File: src/cac_pkg.sv
// Shared constants, codes and types for the context entry allocator.
`timescale 1ns / 1ps
`default_nettype none
package cac_pkg;

	// Table geometry
	localparam int ENTRIES = 8;
	localparam int LAST    = ENTRIES - 1;
	localparam int CNT_W   = $clog2(ENTRIES + 1);

	// Item field widths
	localparam int ACTION_W = 2;
	localparam int CTX_W    = 2;
	localparam int IDX_W    = 3;
	localparam int STATUS_W = 2;
	localparam int FREE_W   = 4;

	// Action codes
	localparam logic [ACTION_W-1:0] ACT_ALLOC   = 2'd0;
	localparam logic [ACTION_W-1:0] ACT_RESERVE = 2'd1;
	localparam logic [ACTION_W-1:0] ACT_FREE    = 2'd2;

	// Context codes
	localparam logic [CTX_W-1:0] CTX_NORMAL    = 2'd0;
	localparam logic [CTX_W-1:0] CTX_RESERVED  = 2'd1;
	localparam logic [CTX_W-1:0] CTX_EXCLUSIVE = 2'd2;

	// Status codes
	localparam logic [STATUS_W-1:0] ST_OK     = 2'd0;
	localparam logic [STATUS_W-1:0] ST_NONE   = 2'd1;
	localparam logic [STATUS_W-1:0] ST_MISUSE = 2'd2;

	// Controller to datapath commands
	typedef struct packed {
		logic load;    // capture the accepted item
		logic commit;  // update table state and load the result register
	} cac_cmd_t;

endpackage
`default_nettype wire

File: src/cac_if.sv
// Valid/ready channel interfaces for request and result items.
`timescale 1ns / 1ps
`default_nettype none
interface cac_in_if import cac_pkg::*; ();
	logic                valid;
	logic                ready;
	logic [ACTION_W-1:0] action;
	logic [CTX_W-1:0]    context_req;
	logic [IDX_W-1:0]    entry_index;

	modport source (output valid, action, context_req, entry_index, input ready);
	modport sink (input valid, action, context_req, entry_index, output ready);
endinterface

interface cac_out_if import cac_pkg::*; ();
	logic                valid;
	logic                ready;
	logic [STATUS_W-1:0] status;
	logic [IDX_W-1:0]    granted_index;
	logic [FREE_W-1:0]   normal_free;
	logic [FREE_W-1:0]   reserved_free;
	logic                exclusive_free;
	logic                table_empty;

	modport source (output valid, status, granted_index, normal_free, reserved_free,
		exclusive_free, table_empty, input ready);
	modport sink (input valid, status, granted_index, normal_free, reserved_free,
		exclusive_free, table_empty, output ready);
endinterface
`default_nettype wire

File: src/cac_ctrl.sv
// Controller: sequences one item at a time and owns the result valid flag.
`timescale 1ns / 1ps
`default_nettype none
module cac_ctrl import cac_pkg::*; (
	input  wire logic clk,
	input  wire logic arst_n,
	input  wire logic in_valid,
	output logic      in_ready,
	output logic      out_valid,
	input  wire logic out_ready,
	output cac_cmd_t  cmd
);

	localparam logic S_IDLE = 1'b0;
	localparam logic S_EXEC = 1'b1;

	logic state_q;
	logic out_valid_q;

	// Handshake decode
	always_comb begin
		in_ready   = (state_q == S_IDLE);
		cmd.load   = in_valid && in_ready;
		cmd.commit = (state_q == S_EXEC) && (!out_valid_q || out_ready);
	end

	assign out_valid = out_valid_q;

	// State and result slot
	always_ff @(posedge clk or negedge arst_n) begin
		if (!arst_n) begin
			state_q     <= S_IDLE;
			out_valid_q <= 1'b0;
		end else begin
			case (state_q)
				S_IDLE: begin
					if (cmd.load) state_q <= S_EXEC;
				end
				S_EXEC: begin
					if (cmd.commit) state_q <= S_IDLE;
				end
				default: state_q <= S_IDLE;
			endcase
			if (cmd.commit) begin
				out_valid_q <= 1'b1;
			end else if (out_ready) begin
				out_valid_q <= 1'b0;
			end
		end
	end

endmodule
`default_nettype wire

File: src/cac_datapath.sv
// Datapath: in-use flags, free counters, lowest-empty search and result register.
`timescale 1ns / 1ps
`default_nettype none
module cac_datapath import cac_pkg::*; (
	input  wire logic                clk,
	input  wire logic                arst_n,
	input  wire cac_cmd_t            cmd,
	input  wire logic [ACTION_W-1:0] action,
	input  wire logic [CTX_W-1:0]    context_req,
	input  wire logic [IDX_W-1:0]    entry_index,
	output logic [STATUS_W-1:0]      status,
	output logic [IDX_W-1:0]         granted_index,
	output logic [FREE_W-1:0]        normal_free,
	output logic [FREE_W-1:0]        reserved_free,
	output logic                     exclusive_free,
	output logic                     table_empty
);

	// Captured item
	logic [ACTION_W-1:0] action_q;
	logic [CTX_W-1:0]    ctx_q;
	logic [IDX_W-1:0]    idx_q;

	// Table state
	logic [ENTRIES-1:0] flags_q;
	logic [CNT_W-1:0]   normal_q;
	logic [CNT_W-1:0]   reserved_q;
	logic               excl_q;

	// Result register
	logic [STATUS_W-1:0] status_q;
	logic [IDX_W-1:0]    grant_q;
	logic                empty_q;

	// Next-state values
	logic [ENTRIES-1:0]  flags_d;
	logic [CNT_W-1:0]    normal_d;
	logic [CNT_W-1:0]    reserved_d;
	logic                excl_d;
	logic [STATUS_W-1:0] status_d;
	logic [IDX_W-1:0]    grant_d;
	logic                found;
	logic [IDX_W-1:0]    lowest;
	logic [CNT_W-1:0]    ctx_cnt;
	logic                ctx_bad;
	logic                idx_bad;
	logic                is_last;
	logic [CNT_W+1:0]    total;

	// Lowest empty entry below the exclusive one
	always_comb begin
		found  = 1'b0;
		lowest = '0;
		for (int i = LAST - 1; i >= 0; i--) begin
			if (!flags_q[i]) begin
				found  = 1'b1;
				lowest = IDX_W'(i);
			end
		end
	end

	// Operation decode and state update
	always_comb begin
		flags_d    = flags_q;
		normal_d   = normal_q;
		reserved_d = reserved_q;
		excl_d     = excl_q;
		status_d   = ST_OK;
		grant_d    = '0;
		ctx_bad    = (ctx_q != CTX_NORMAL) && (ctx_q != CTX_RESERVED)
			&& (ctx_q != CTX_EXCLUSIVE);
		idx_bad    = !(int'(idx_q) < ENTRIES);
		is_last    = (int'(idx_q) == LAST);
		case (ctx_q)
			CTX_NORMAL:   ctx_cnt = normal_q;
			CTX_RESERVED: ctx_cnt = reserved_q;
			default:      ctx_cnt = CNT_W'(excl_q);
		endcase
		case (action_q)
			ACT_ALLOC: begin
				if (ctx_bad) begin
					status_d = ST_MISUSE;
				end else if (ctx_cnt == '0) begin
					status_d = ST_NONE;
				end else if (ctx_q == CTX_EXCLUSIVE) begin
					if (flags_q[LAST]) begin
						status_d = ST_NONE;
					end else begin
						flags_d[LAST] = 1'b1;
						excl_d        = 1'b0;
						grant_d       = IDX_W'(LAST);
					end
				end else if (!found) begin
					status_d = ST_NONE;
				end else begin
					flags_d[lowest] = 1'b1;
					grant_d         = lowest;
					if (ctx_q == CTX_NORMAL) normal_d = normal_q - 1'b1;
					else reserved_d = reserved_q - 1'b1;
				end
			end
			ACT_RESERVE: begin
				if (normal_q == '0) begin
					status_d = ST_MISUSE;
				end else begin
					normal_d   = normal_q - 1'b1;
					reserved_d = reserved_q + 1'b1;
				end
			end
			ACT_FREE: begin
				if (ctx_bad || idx_bad) begin
					status_d = ST_MISUSE;
				end else if (!flags_q[idx_q]) begin
					status_d = ST_MISUSE;
				end else if (is_last != (ctx_q == CTX_EXCLUSIVE)) begin
					status_d = ST_MISUSE;
				end else begin
					flags_d[idx_q] = 1'b0;
					case (ctx_q)
						CTX_NORMAL:   normal_d = normal_q + 1'b1;
						CTX_RESERVED: reserved_d = reserved_q + 1'b1;
						default:      excl_d = 1'b1;
					endcase
				end
			end
			default: status_d = ST_MISUSE;
		endcase
		total = (CNT_W+2)'(normal_d) + (CNT_W+2)'(reserved_d) + (CNT_W+2)'(excl_d);
	end

	// Item capture
	always_ff @(posedge clk) begin
		if (cmd.load) begin
			action_q <= action;
			ctx_q    <= context_req;
			idx_q    <= entry_index;
		end
	end

	// Table state
	always_ff @(posedge clk or negedge arst_n) begin
		if (!arst_n) begin
			flags_q    <= '0;
			normal_q   <= CNT_W'(ENTRIES - 1);
			reserved_q <= '0;
			excl_q     <= 1'b1;
		end else if (cmd.commit) begin
			flags_q    <= flags_d;
			normal_q   <= normal_d;
			reserved_q <= reserved_d;
			excl_q     <= excl_d;
		end
	end

	// Result register
	always_ff @(posedge clk) begin
		if (cmd.commit) begin
			status_q <= status_d;
			grant_q  <= grant_d;
			empty_q  <= (int'(total) == ENTRIES);
		end
	end

	assign status         = status_q;
	assign granted_index  = grant_q;
	assign normal_free    = FREE_W'(normal_q);
	assign reserved_free  = FREE_W'(reserved_q);
	assign exclusive_free = excl_q;
	assign table_empty    = empty_q;

endmodule
`default_nettype wire

File: src/context_entry_allocator_unit.sv
// Top level of the context entry allocator: controller plus datapath.
// Usage:
//   in_ch carries request items (action, context_req, entry_index); out_ch
//   carries one result item per request (status, granted_index, the three
//   free counters and table_empty). Both use valid/ready; an item moves when
//   both are high at a rising edge.
//   Sequence: the accepting edge captures the item; a later edge searches
//   the flags, updates the state and loads the result register, once the
//   output register is empty or its result is being taken.
//   A new item is taken only after the one in flight is committed; the
//   single flag search and counter update unit handles one item at a time.
//   in_ch.ready is high whenever no item is in flight, even while a previous
//   result waits in the output register.
//   If out_ch.ready stays low, the finished result holds, the next item waits
//   in the capture register and in_ch.ready stays low until the result is
//   taken.
//   Reset (arst_n low): all entries empty, normal counter ENTRIES-1, reserved
//   counter 0, exclusive counter 1, no result pending. No clearing pass.
`timescale 1ns / 1ps
`default_nettype none
module context_entry_allocator_unit import cac_pkg::*; (
	input  wire logic clk,
	input  wire logic arst_n,
	cac_in_if.sink    in_ch,
	cac_out_if.source out_ch
);

	cac_cmd_t cmd;

	// Sequencing
	cac_ctrl u_ctrl (
		.clk       (clk),
		.arst_n    (arst_n),
		.in_valid  (in_ch.valid),
		.in_ready  (in_ch.ready),
		.out_valid (out_ch.valid),
		.out_ready (out_ch.ready),
		.cmd       (cmd)
	);

	// Table and result
	cac_datapath u_dp (
		.clk            (clk),
		.arst_n         (arst_n),
		.cmd            (cmd),
		.action         (in_ch.action),
		.context_req    (in_ch.context_req),
		.entry_index    (in_ch.entry_index),
		.status         (out_ch.status),
		.granted_index  (out_ch.granted_index),
		.normal_free    (out_ch.normal_free),
		.reserved_free  (out_ch.reserved_free),
		.exclusive_free (out_ch.exclusive_free),
		.table_empty    (out_ch.table_empty)
	);

`ifndef SYNTHESIS
	// One item in flight: no new accept right after one
	a_busy_after_accept: assert property (@(posedge clk) disable iff (!arst_n)
		in_ch.valid && in_ch.ready |=> !in_ch.ready)
		else $error("request accepted while an item is in flight");

	// A fresh result always follows an earlier accept
	a_result_follows_accept: assert property (@(posedge clk) disable iff (!arst_n)
		$rose(out_ch.valid) |-> $past(in_ch.valid && in_ch.ready, 2))
		else $error("result appeared without a matching request");

	// A failed result carries no grant
	a_grant_only_ok: assert property (@(posedge clk) disable iff (!arst_n)
		out_ch.valid && out_ch.status != ST_OK |-> out_ch.granted_index == '0)
		else $error("grant index set on a rejected item");

	// Normal plus reserved never exceed the shared entries
	a_counter_bound: assert property (@(posedge clk) disable iff (!arst_n)
		out_ch.valid |-> ((FREE_W+1)'(out_ch.normal_free)
			+ (FREE_W+1)'(out_ch.reserved_free)) <= (FREE_W+1)'(LAST))
		else $error("free counters exceed table capacity");
`endif

endmodule
`default_nettype wire
File: src/flat_wrapper.sv
// flat-port wrapper written by rule: the top's interface ports become plain ports
module context_entry_allocator_unit_flat import cac_pkg::*;
  (clk, arst_n, in_ch_valid, in_ch_action, in_ch_context_req, in_ch_entry_index, in_ch_ready, out_ch_valid, out_ch_status, out_ch_granted_index, out_ch_normal_free, out_ch_reserved_free, out_ch_exclusive_free, out_ch_table_empty, out_ch_ready);
  cac_in_if in_ch_i ();
  cac_out_if out_ch_i ();
  input  wire logic clk;
  input  wire logic arst_n;
  input wire logic [$bits(in_ch_i.valid)-1:0] in_ch_valid;
  input wire logic [$bits(in_ch_i.action)-1:0] in_ch_action;
  input wire logic [$bits(in_ch_i.context_req)-1:0] in_ch_context_req;
  input wire logic [$bits(in_ch_i.entry_index)-1:0] in_ch_entry_index;
  output wire logic [$bits(in_ch_i.ready)-1:0] in_ch_ready;
  output wire logic [$bits(out_ch_i.valid)-1:0] out_ch_valid;
  output wire logic [$bits(out_ch_i.status)-1:0] out_ch_status;
  output wire logic [$bits(out_ch_i.granted_index)-1:0] out_ch_granted_index;
  output wire logic [$bits(out_ch_i.normal_free)-1:0] out_ch_normal_free;
  output wire logic [$bits(out_ch_i.reserved_free)-1:0] out_ch_reserved_free;
  output wire logic [$bits(out_ch_i.exclusive_free)-1:0] out_ch_exclusive_free;
  output wire logic [$bits(out_ch_i.table_empty)-1:0] out_ch_table_empty;
  input wire logic [$bits(out_ch_i.ready)-1:0] out_ch_ready;
  assign in_ch_i.valid = in_ch_valid;
  assign in_ch_i.action = in_ch_action;
  assign in_ch_i.context_req = in_ch_context_req;
  assign in_ch_i.entry_index = in_ch_entry_index;
  assign in_ch_ready = in_ch_i.ready;
  assign out_ch_valid = out_ch_i.valid;
  assign out_ch_status = out_ch_i.status;
  assign out_ch_granted_index = out_ch_i.granted_index;
  assign out_ch_normal_free = out_ch_i.normal_free;
  assign out_ch_reserved_free = out_ch_i.reserved_free;
  assign out_ch_exclusive_free = out_ch_i.exclusive_free;
  assign out_ch_table_empty = out_ch_i.table_empty;
  assign out_ch_i.ready = out_ch_ready;
  context_entry_allocator_unit u_core (.clk(clk), .arst_n(arst_n), .in_ch(in_ch_i), .out_ch(out_ch_i));
endmodule
File: config.mk
export PLATFORM = sky130hd
export DESIGN_NAME = context_entry_allocator_unit_flat
export DESIGN_NICKNAME = d
export VERILOG_FILES = /design/src/cac_pkg.sv /design/src/cac_if.sv /design/src/cac_ctrl.sv /design/src/cac_datapath.sv /design/src/context_entry_allocator_unit.sv /design/src/flat_wrapper.sv
export SDC_FILE = /design/constraint.sdc
export NUM_CORES = 1
export LEC_CHECK = 0
export BUFFER_PORTS_ARGS = -buffer_cell sky130_fd_sc_hd__buf_2
export CAP_MARGIN = 30
export CORE_MARGIN = 2
export CORE_UTILIZATION = 25
export CTS_CLUSTER_SIZE = 24
export DETAILED_ROUTE_END_ITERATION = 8
export SETUP_SLACK_MARGIN = 0.5
export SLEW_MARGIN = 40
export SYNTH_ARGS = -nofsm -noshare
export SYNTH_HDL_FRONTEND = slang
export SYNTH_HIERARCHICAL = 1
export SYNTH_SLANG_ARGS = --single-unit
File: constraint.sdc
create_clock -name clk -period 9.9 [get_ports clk]
set_input_delay 0.99 -clock clk [delete_from_list [all_inputs] [get_ports clk]]
set_output_delay 0.99 -clock clk [all_outputs]
set_load 0.02 [all_outputs]
==> results of run 1 <==
==> cells in the final DEF, fill, tap and decap left out, types with 3 or more instances in the layout <==
cell	instances
o21ai_0	12
nand3_1	7
nand3b_1	3
nand2_1	24
nor3_1	8
clkbuf_8	5
ha_1	9
nor4_1	5
o211ai_1	3
nand4_1	4
nand2b_1	10
and2_1	3
inv_1	13
a211oi_1	5
o2bb2ai_1	5
and3_1	5
xnor2_1	6
nor2b_1	6
dfstp_2	4
dfrtp_1	15
nor2_1	20
a31oi_1	4
edfxtp_1	13
buf_2	27
mux2i_1	7
a21oi_1	22
==> kinds of logic after synthesis <==
logic type / count (synthesis)
fa+ha+maj: 11
simple gates: 112
compound gates: 88
buf+inv: 30
mux: 9
xor+xnor: 7
flops: 32
==> worst max-delay path, delay by kind of cell (launching register included) <==
kind,cells,cell delay (ns)
compound gates,4,0.60
xor+xnor,1,0.16
fa+ha+maj,3,0.82
buf+inv,2,0.16
flops,1,0.64
mux,1,0.25
simple gates,5,1.21
==> Yosys cell counts (5+ instances only) <==
library cell / instances
nor2b_1: 6
a21oi_1: 22
and3_1: 5
a211oi_1: 5
o21ai_0: 12
nor2_1: 20
nand3_1: 7
ha_1: 9
nor3_1: 8
nand2b_1: 10
buf_2: 7
nand2_1: 24
mux2i_1: 7
clkbuf_1: 5
nor4_1: 5
inv_1: 13
edfxtp_1: 13
o2bb2ai_1: 5
xnor2_1: 6
dfrtp_1: 15
==> worst paths after layout <==
path | start | end | slack (ns) | cells past startpoint
min in group asynchronous | arst_n | u_core/u_dp/flags_q[3] | 0.66 | 1
hold reg to reg | u_core/u_ctrl/state_q | u_core/u_ctrl/out_valid | 0.52 | 2
max in group asynchronous | arst_n | u_core/u_dp/exclusive_free | 8.88 | 1
hold / removal | u_core/u_ctrl/state_q | u_core/u_ctrl/out_valid | 0.52 | 2
setup / recovery | u_core/u_dp/ctx_q[1] | u_core/u_dp/table_empty | 5.90 | 16
setup reg to reg | u_core/u_dp/ctx_q[1] | u_core/u_dp/table_empty | 5.90 | 16
==> per-stage QoR <==
step                      hold slack, ns  setup slack (ns)  std cells
after floorplan                    0.524              6.50        289
after global placement             0.494              6.09        437
after detailed placement           0.510              5.99        437
after CTS                          0.529              5.96        445
after global routing               0.548              5.61        445
final                              0.524              5.90        445
==> power by group <==
| part | total (mW) | internal (mW) | switching, mW |
|---|---|---|---|
| Clock | 0.126 | 0.0747 | 0.0513 |
| Sequential | 0.242 | 0.178 | 0.0635 |
| Combinational | 0.369 | 0.153 | 0.216 |
==> final cells by class <==
cell class                 count  area share (%)
tap                          136            5.74
sequential                    32            29.4
timing repair buffer          28            4.81
clock buffer                   6            2.45
inverter                      14            1.77
multi-input combinational    227            54.7
clock inverter                 2            1.18
==> state kept, by name, indices dropped and copies added (netlist names) <==
signal                      flops
u_core/u_dp/status              2
u_core/u_dp/ctx_q               2
u_core/u_dp/granted_index       3
u_core/u_ctrl/state_q           1
u_core/u_ctrl/out_valid         1
u_core/u_dp/reserved_free       4
u_core/u_dp/idx_q               3
u_core/u_dp/action_q            2
u_core/u_dp/table_empty         1
u_core/u_dp/flags_q             8
u_core/u_dp/normal_free         4
u_core/u_dp/exclusive_free      1
==> layer usage <==
metal  global-route usage [%]  wire length, um  vias to the layer above
met5                        0                0                        -
met4                     4.08               91                        0
met3                     2.58              541                        9
met2                     20.6             3280                      117
met1                     18.4             3340                     1141
li1                         -                -                     1121
==> load_flow_metrics.sql, run 1 <==
INSERT INTO impl_metrics (metric_group, metric, value, unit) VALUES
('placement', 'placed_area', '2860', 'um2'),
('placement', 'dp_hpwl', '5300', 'um'),
('finish', 'multi_input_area', '1620', 'um2'),
('global_route', 'grt_max_degree', '22', ''),
('synthesis', 'synth.top_cells.by_area', 'edfxtp_1, dfrtp_1, ha_1, a21oi_1, dfstp_2', ''),
('timing', 'final_hold_viol_count', '0', ''),
('routing', 'route.detailed.drc', '0', ''),
('clock_network', 'master_cell_of_the_clock_root_buffer', 'clkbuf_8', ''),
('routing', 'first_pass_iters', '5', ''),
('critical_path', 'crit_arrival', '4.11', 'ns'),
('global_route', 'residual_overflow_from_global_routing', '0', ''),
('finish', 'finish.instance_area', '2960', 'um2'),
('timing', 'relSlewSlack', '44.0', '%'),
('floorplanning', 'placement_rows', '37', ''),
('routing', 'route.detailed.wl_per_inst', '16.3', 'um'),
('synthesis', 'synthDominantAreaCellType', 'edfxtp_1', ''),
('timing', 'highest_attainable_clock_frequency', '250', 'MHz'),
('routing', 'detail_route.iter0.violations', '359', ''),
('clock_network', 'clkTransAtPathRegs', '0.07', 'ns'),
('floorplanning', 'die_w', '107', 'um'),
('placement', 'gp_routability_congestion', '0.918', ''),
('timing', 'final.period_utilization', '40.4', '%'),
('routing', 'via_per_inst', '5.37', ''),
('finish', 'post-route-util', '28.8', '%'),
('global_route', 'grt_first_pass_wirelength', '11900', 'um'),
('synthesis', 'synth_simple_gate_area_share', '24.7', '%'),
('timing', 'final-setup-viol-count', '0', ''),
('timing', 'fin_setup_tns', '0', 'ns'),
('timing', 'grt_setup_unrepaired', 'no', ''),
('floorplanning', 'fp.dieArea', '11400', 'um2'),
('clock_network', 'cts_post_setup_buffers_inserted', '0', ''),
('synthesis', 'synthAdderAreaFrac', '5.81', '%'),
('timing', 'finalCriticalPeriod', '4.00', 'ns'),
('clock_network', 'insertion_delay', '0.29', 'ns'),
('timing', 'max_slew.worst_pin.slew', '0.838', 'ns'),
('critical_path', 'critical_path_required', '10.01', 'ns'),
('placement', 'io_buffers', '27', ''),
('run_status', 'status', 'finished, final reports clean', ''),
('power_and_ir_drop', 'vdd.ir_drop.worst', '73.3', 'uV'),
('floorplanning', 'core', '10300', 'um2'),
('synthesis', 'synth_mux_area_share', '3.66', '%'),
('clock_network', 'postCtsHoldBufs', '0', ''),
('synthesis', 'ys_dominant_reg_cell', 'dfrtp_1', ''),
('critical_path', 'worstPathMaxFanout', '13', ''),
('finish', 'final_layout_net_count', '330', ''),
('clock_network', 'ctsResizeCount', '0', ''),
('synthesis', 'synth-edff-count', '13', ''),
('synthesis', 'post-synth-top-area-fraction', '14.9', '%'),
('finish', 'area_growth_syn_to_layout', '12.8', '%'),
('clock_network', 'clock_tree_from_tritoncts', 'done', ''),
('timing', 'drv_slew', '0', ''),
('synthesis', 'yosys_warnings', '6', ''),
('synthesis', 'synth.net_count', '311', ''),
('routing', 'wirelength', '7250', 'um'),
('routing', 'route.antenna.remaining_nets', '0', ''),
('synthesis', 'yosysUniqueCellTypes', '73', ''),
('synthesis', 'synthXorXnorAreaFrac', '2.33', '%'),
('global_route', 'antenna_found_initial', '0', ''),
('power_and_ir_drop', 'power_density', '249', 'nW/um2'),
('routing', 'num_vias', '2388', ''),
('finish', 'total_of_fill_cells_in_the_finished_design', '1138', ''),
('synthesis', 'synth.ff_latch_count', '32', ''),
('synthesis', 'synth_sequential_area_ratio', '33.1', '%'),
('synthesis', 'synth_compound_area_share', '25.1', '%'),
('clock_network', 'htree_levels', '2', ''),
('global_route', 'groute.usage.overall', '13.2', '%'),
('synthesis', 'mappedNetlistArea', '2630', 'um2'),
('clock_network', 'cts-buffers-inserted', '5', ''),
('timing', 'clock_skew', '0.00547', 'ns'),
('finish', 'insertedDiodeCount', '0', ''),
('synthesis', 'syn-instance-count', '289', '');
No activity file was read; power rests on OpenSTA's default activity.
==> run 2, diff against run 1 <==
==> constraint.sdc (replaced) <==
create_clock -name clk -period 4.2 [get_ports clk]
set_input_delay 0.42 -clock clk [delete_from_list [all_inputs] [get_ports clk]]
set_output_delay 0.42 -clock clk [all_outputs]
set_load 0.02 [all_outputs]
==> run 2 against run 1 <==
Sequential share of layout area decreased by 2.9 points. Non-clock buffer count up 25. Routed wire length up 9.3%. Combinational power increased to 2.8 times the previous value. Flip-flop and latch count did not move. Die area unchanged. Highest routed layer unchanged.
==> load_flow_metrics.sql, run 2 (synthesis gave the netlist of run 1 again) <==
INSERT INTO impl_metrics (metric_group, metric, value, unit) VALUES
('global_route', 'residual_overflow_from_global_routing', '0', ''),
('global_route', 'grt_first_pass_wirelength', '12400', 'um'),
('clock_network', 'clk_path_buf_depth', '2', ''),
('finish', 'layout.cells.most_common_list', 'buf_2, buf_4, nand2_1, nor2_1, a21oi_1', ''),
('clock_network', 'master_cell_of_the_clock_root_buffer', 'clkbuf_8', ''),
('timing', 'highest_attainable_clock_frequency', '276', 'MHz'),
('floorplanning', 'initial_core_util', '25.6', '%'),
('clock_network', 'clkTransAtPathRegs', '0.07', 'ns'),
('critical_path', 'crit_arrival', '3.74', 'ns'),
('placement', 'preCtsSetupSlack', '0.407', 'ns'),
('timing', 'fin_setup_tns', '0', 'ns'),
('critical_path', 'worstPathCellList', 'buf_4, nand2b_1, mux2i_2, a31oi_1, a21oi_2, o21ai_1, a21oi_2, fa_2, inv_2, fa_2, xor2_1, nor4_1, a31oi_1, nor4b_2', ''),
('timing', 'finalCriticalPeriod', '3.62', 'ns'),
('timing', 'relSlewSlack', '59.0', '%'),
('timing', 'finalWorstSetupSlack', '0.579', 'ns'),
('timing', 'final.period_utilization', '86.2', '%'),
('routing', 'route.detailed.wl_per_inst', '16.9', 'um'),
('finish', 'post-route-util', '32.0', '%'),
('finish', 'largest_register_ff_count', '8', ''),
('floorplanning', 'core', '10300', 'um2'),
('run_status', 'status', 'finished, final reports clean', ''),
('critical_path', 'worstPathMaxFanout', '6', ''),
('power_and_ir_drop', 'power.static_leakage', '1.31', 'nW'),
('clock_network', 'cts-buffers-inserted', '5', ''),
('power_and_ir_drop', 'vdd.ir_drop.worst', '184', 'uV'),
('floorplanning', 'top_level_ports', '28', ''),
('routing', 'num_vias', '2516', ''),
('global_route', 'grt_max_degree', '22', ''),
('floorplanning', 'die_w', '107', 'um'),
('critical_path', 'critical_path_required', '4.32', 'ns'),
('critical_path', 'reg2reg_slack', '0.58', 'ns'),
('global_route', 'groute.usage.overall', '13.8', '%'),
('routing', 'via_per_inst', '5.35', ''),
('floorplanning', 'die_height', '107', 'um'),
('routing', 'wirelength', '7920', 'um'),
('finish', 'finish.instance_area', '3280', 'um2'),
('routing', 'route.antenna.remaining_nets', '0', ''),
('critical_path', 'cp-end-kind', 'register', ''),
('critical_path', 'cp-start-kind', 'register', ''),
('critical_path', 'cp_slowest_cell', 'edfxtp_1', ''),
('placement', 'placed_area', '2890', 'um2'),
('finish', 'area_growth_syn_to_layout', '24.9', '%'),
('finish', 'regMostFlops', 'u_core/u_dp/flags_q', ''),
('clock_network', 'clk_sink_count', '32', ''),
('finish', 'final_layout_net_count', '355', ''),
('global_route', 'vias_in_the_first_global_route', '2337', ''),
('clock_network', 'insertion_delay', '0.29', 'ns'),
('timing', 'final-setup-viol-count', '0', ''),
('finish', 'multi_input_area', '1740', 'um2'),
('job', 'max-cap-violations', '0', ''),
('power_and_ir_drop', 'power_density', '573', 'nW/um2'),
('routing', 'route.detailed.drc', '0', ''),
('timing', 'grt_setup_unrepaired', 'yes', ''),
('timing', 'drv_slew', '0', ''),
('placement', 'io_buffers', '27', ''),
('routing', 'first_pass_iters', '5', ''),
('finish', 'insertedDiodeCount', '0', ''),
('timing', 'max_slew.worst_pin.slew', '0.610', 'ns'),
('floorplanning', 'fp.dieArea', '11400', 'um2'),
('timing', 'final_hold_viol_count', '0', ''),
('critical_path', 'worst_path_dominant_cell_family', 'compound AO/OA/AOI/OAI gates', ''),
('finish', 'total_of_fill_cells_in_the_finished_design', '1071', ''),
('clock_network', 'htree_levels', '2', ''),
('finish', 'ratio_of_cells_with_drive_above_1_in_the_final_layout', '31.7', '%'),
('placement', 'dp_hpwl', '5410', 'um'),
('critical_path', 'critPathBufInv', '2', ''),
('floorplanning', 'placement_rows', '37', ''),
('clock_network', 'clock_tree_from_tritoncts', 'done', ''),
('placement', 'gp_routability_congestion', '0.946', ''),
('global_route', 'antenna_found_initial', '0', ''),
('critical_path', 'setup.worst_path.class', 'register to register', ''),
('finish', 'layout.area.seq', '871', 'um2'),
('timing', 'clock_skew', '0.00602', 'ns'),
('hold_path', 'min-delay-path-class', 'input pin to async pin', ''),
('finish', 'final_common_cell', 'buf_2', ''),
('routing', 'detail_route.iter0.violations', '299', ''),
('critical_path', 'slowest_delay', '0.51', 'ns');
==> run 2: cell types whose count changed in the layout (fill, tap and decap cells not counted), moves of 2 or more <==
cell     delta
ha_1        -2
fa_1        -2
ha_4        +2
buf_4      +23
inv_1       -2
buf_6       +2
a21oi_1     -3
a21oi_2     +3
fa_2        +2
==> run 2: final cells by class <==
type                    count  area share, %
clock inverters             2           1.07
multi-input cells         227           53.1
well taps                 136           5.18
clock buffers               6           2.21
flip-flops and latches     32           26.5
inverters                  14           1.68
repair buffers             53           10.3
==> run 2: report_power, final <==
| group | total, mW | internal (mW) | leakage, nW | switching, mW |
|---|---|---|---|---|
| Sequential | 0.552 | 0.419 | 0.352 | 0.133 |
| Clock | 0.300 | 0.176 | 0.0552 | 0.124 |
| Combinational | 1.03 | 0.443 | 0.898 | 0.587 |
| Total | 1.88 | 1.04 | 1.31 | 0.844 |
==> run 2: path summary, 6_finish.rpt <==
path / endpoint / from / cells after the start
min in group clk: u_core/u_dp/ctx_q[0] / in_ch_context_req[0] / 1
max reg2reg: u_core/u_dp/table_empty / u_core/u_dp/ctx_q[0] / 14
min: u_core/u_dp/normal_free[3] / arst_n / 1
max: u_core/u_dp/table_empty / u_core/u_dp/ctx_q[0] / 14
min reg2reg: u_core/u_dp/exclusive_free / u_core/u_dp/exclusive_free / 2
max in group asynchronous: u_core/u_dp/exclusive_free / arst_n / 1
==> run 2: stage by stage <==
stage | std cells | hold WS, ns | total power, mW
after floorplan | 289 | 0.124 | 1.20
after detailed placement | 442 | 0.429 | 1.43
after global placement | 442 | 0.420 | 1.42
after global routing | 470 | 0.125 | 2.02
after CTS | 454 | 0.110 | 1.76
final | 470 | 0.0881 | 1.88
==> run 2: layer usage <==
layer | vias to the layer above | wire length [um] | share of wire (%) | GRT usage [%]
met3 | 21 | 497 | 6.3 | 2.45
met5 | - | 0 | 0 | 0
li1 | 1169 | - | - | -
met4 | 0 | 212 | 2.7 | 5.29
met2 | 135 | 3630 | 46 | 21.9
met1 | 1191 | 3580 | 45 | 18.5
==> run 2: what timing repair did <==
action / CTS / global route
setup endpoints to repair: 1 / 1
gates cloned: 0 / 0
setup buffers: 4 / 16
pin swaps: 1 / 13
hold buffers: 0 / 0
gates resized for setup: 7 / 21
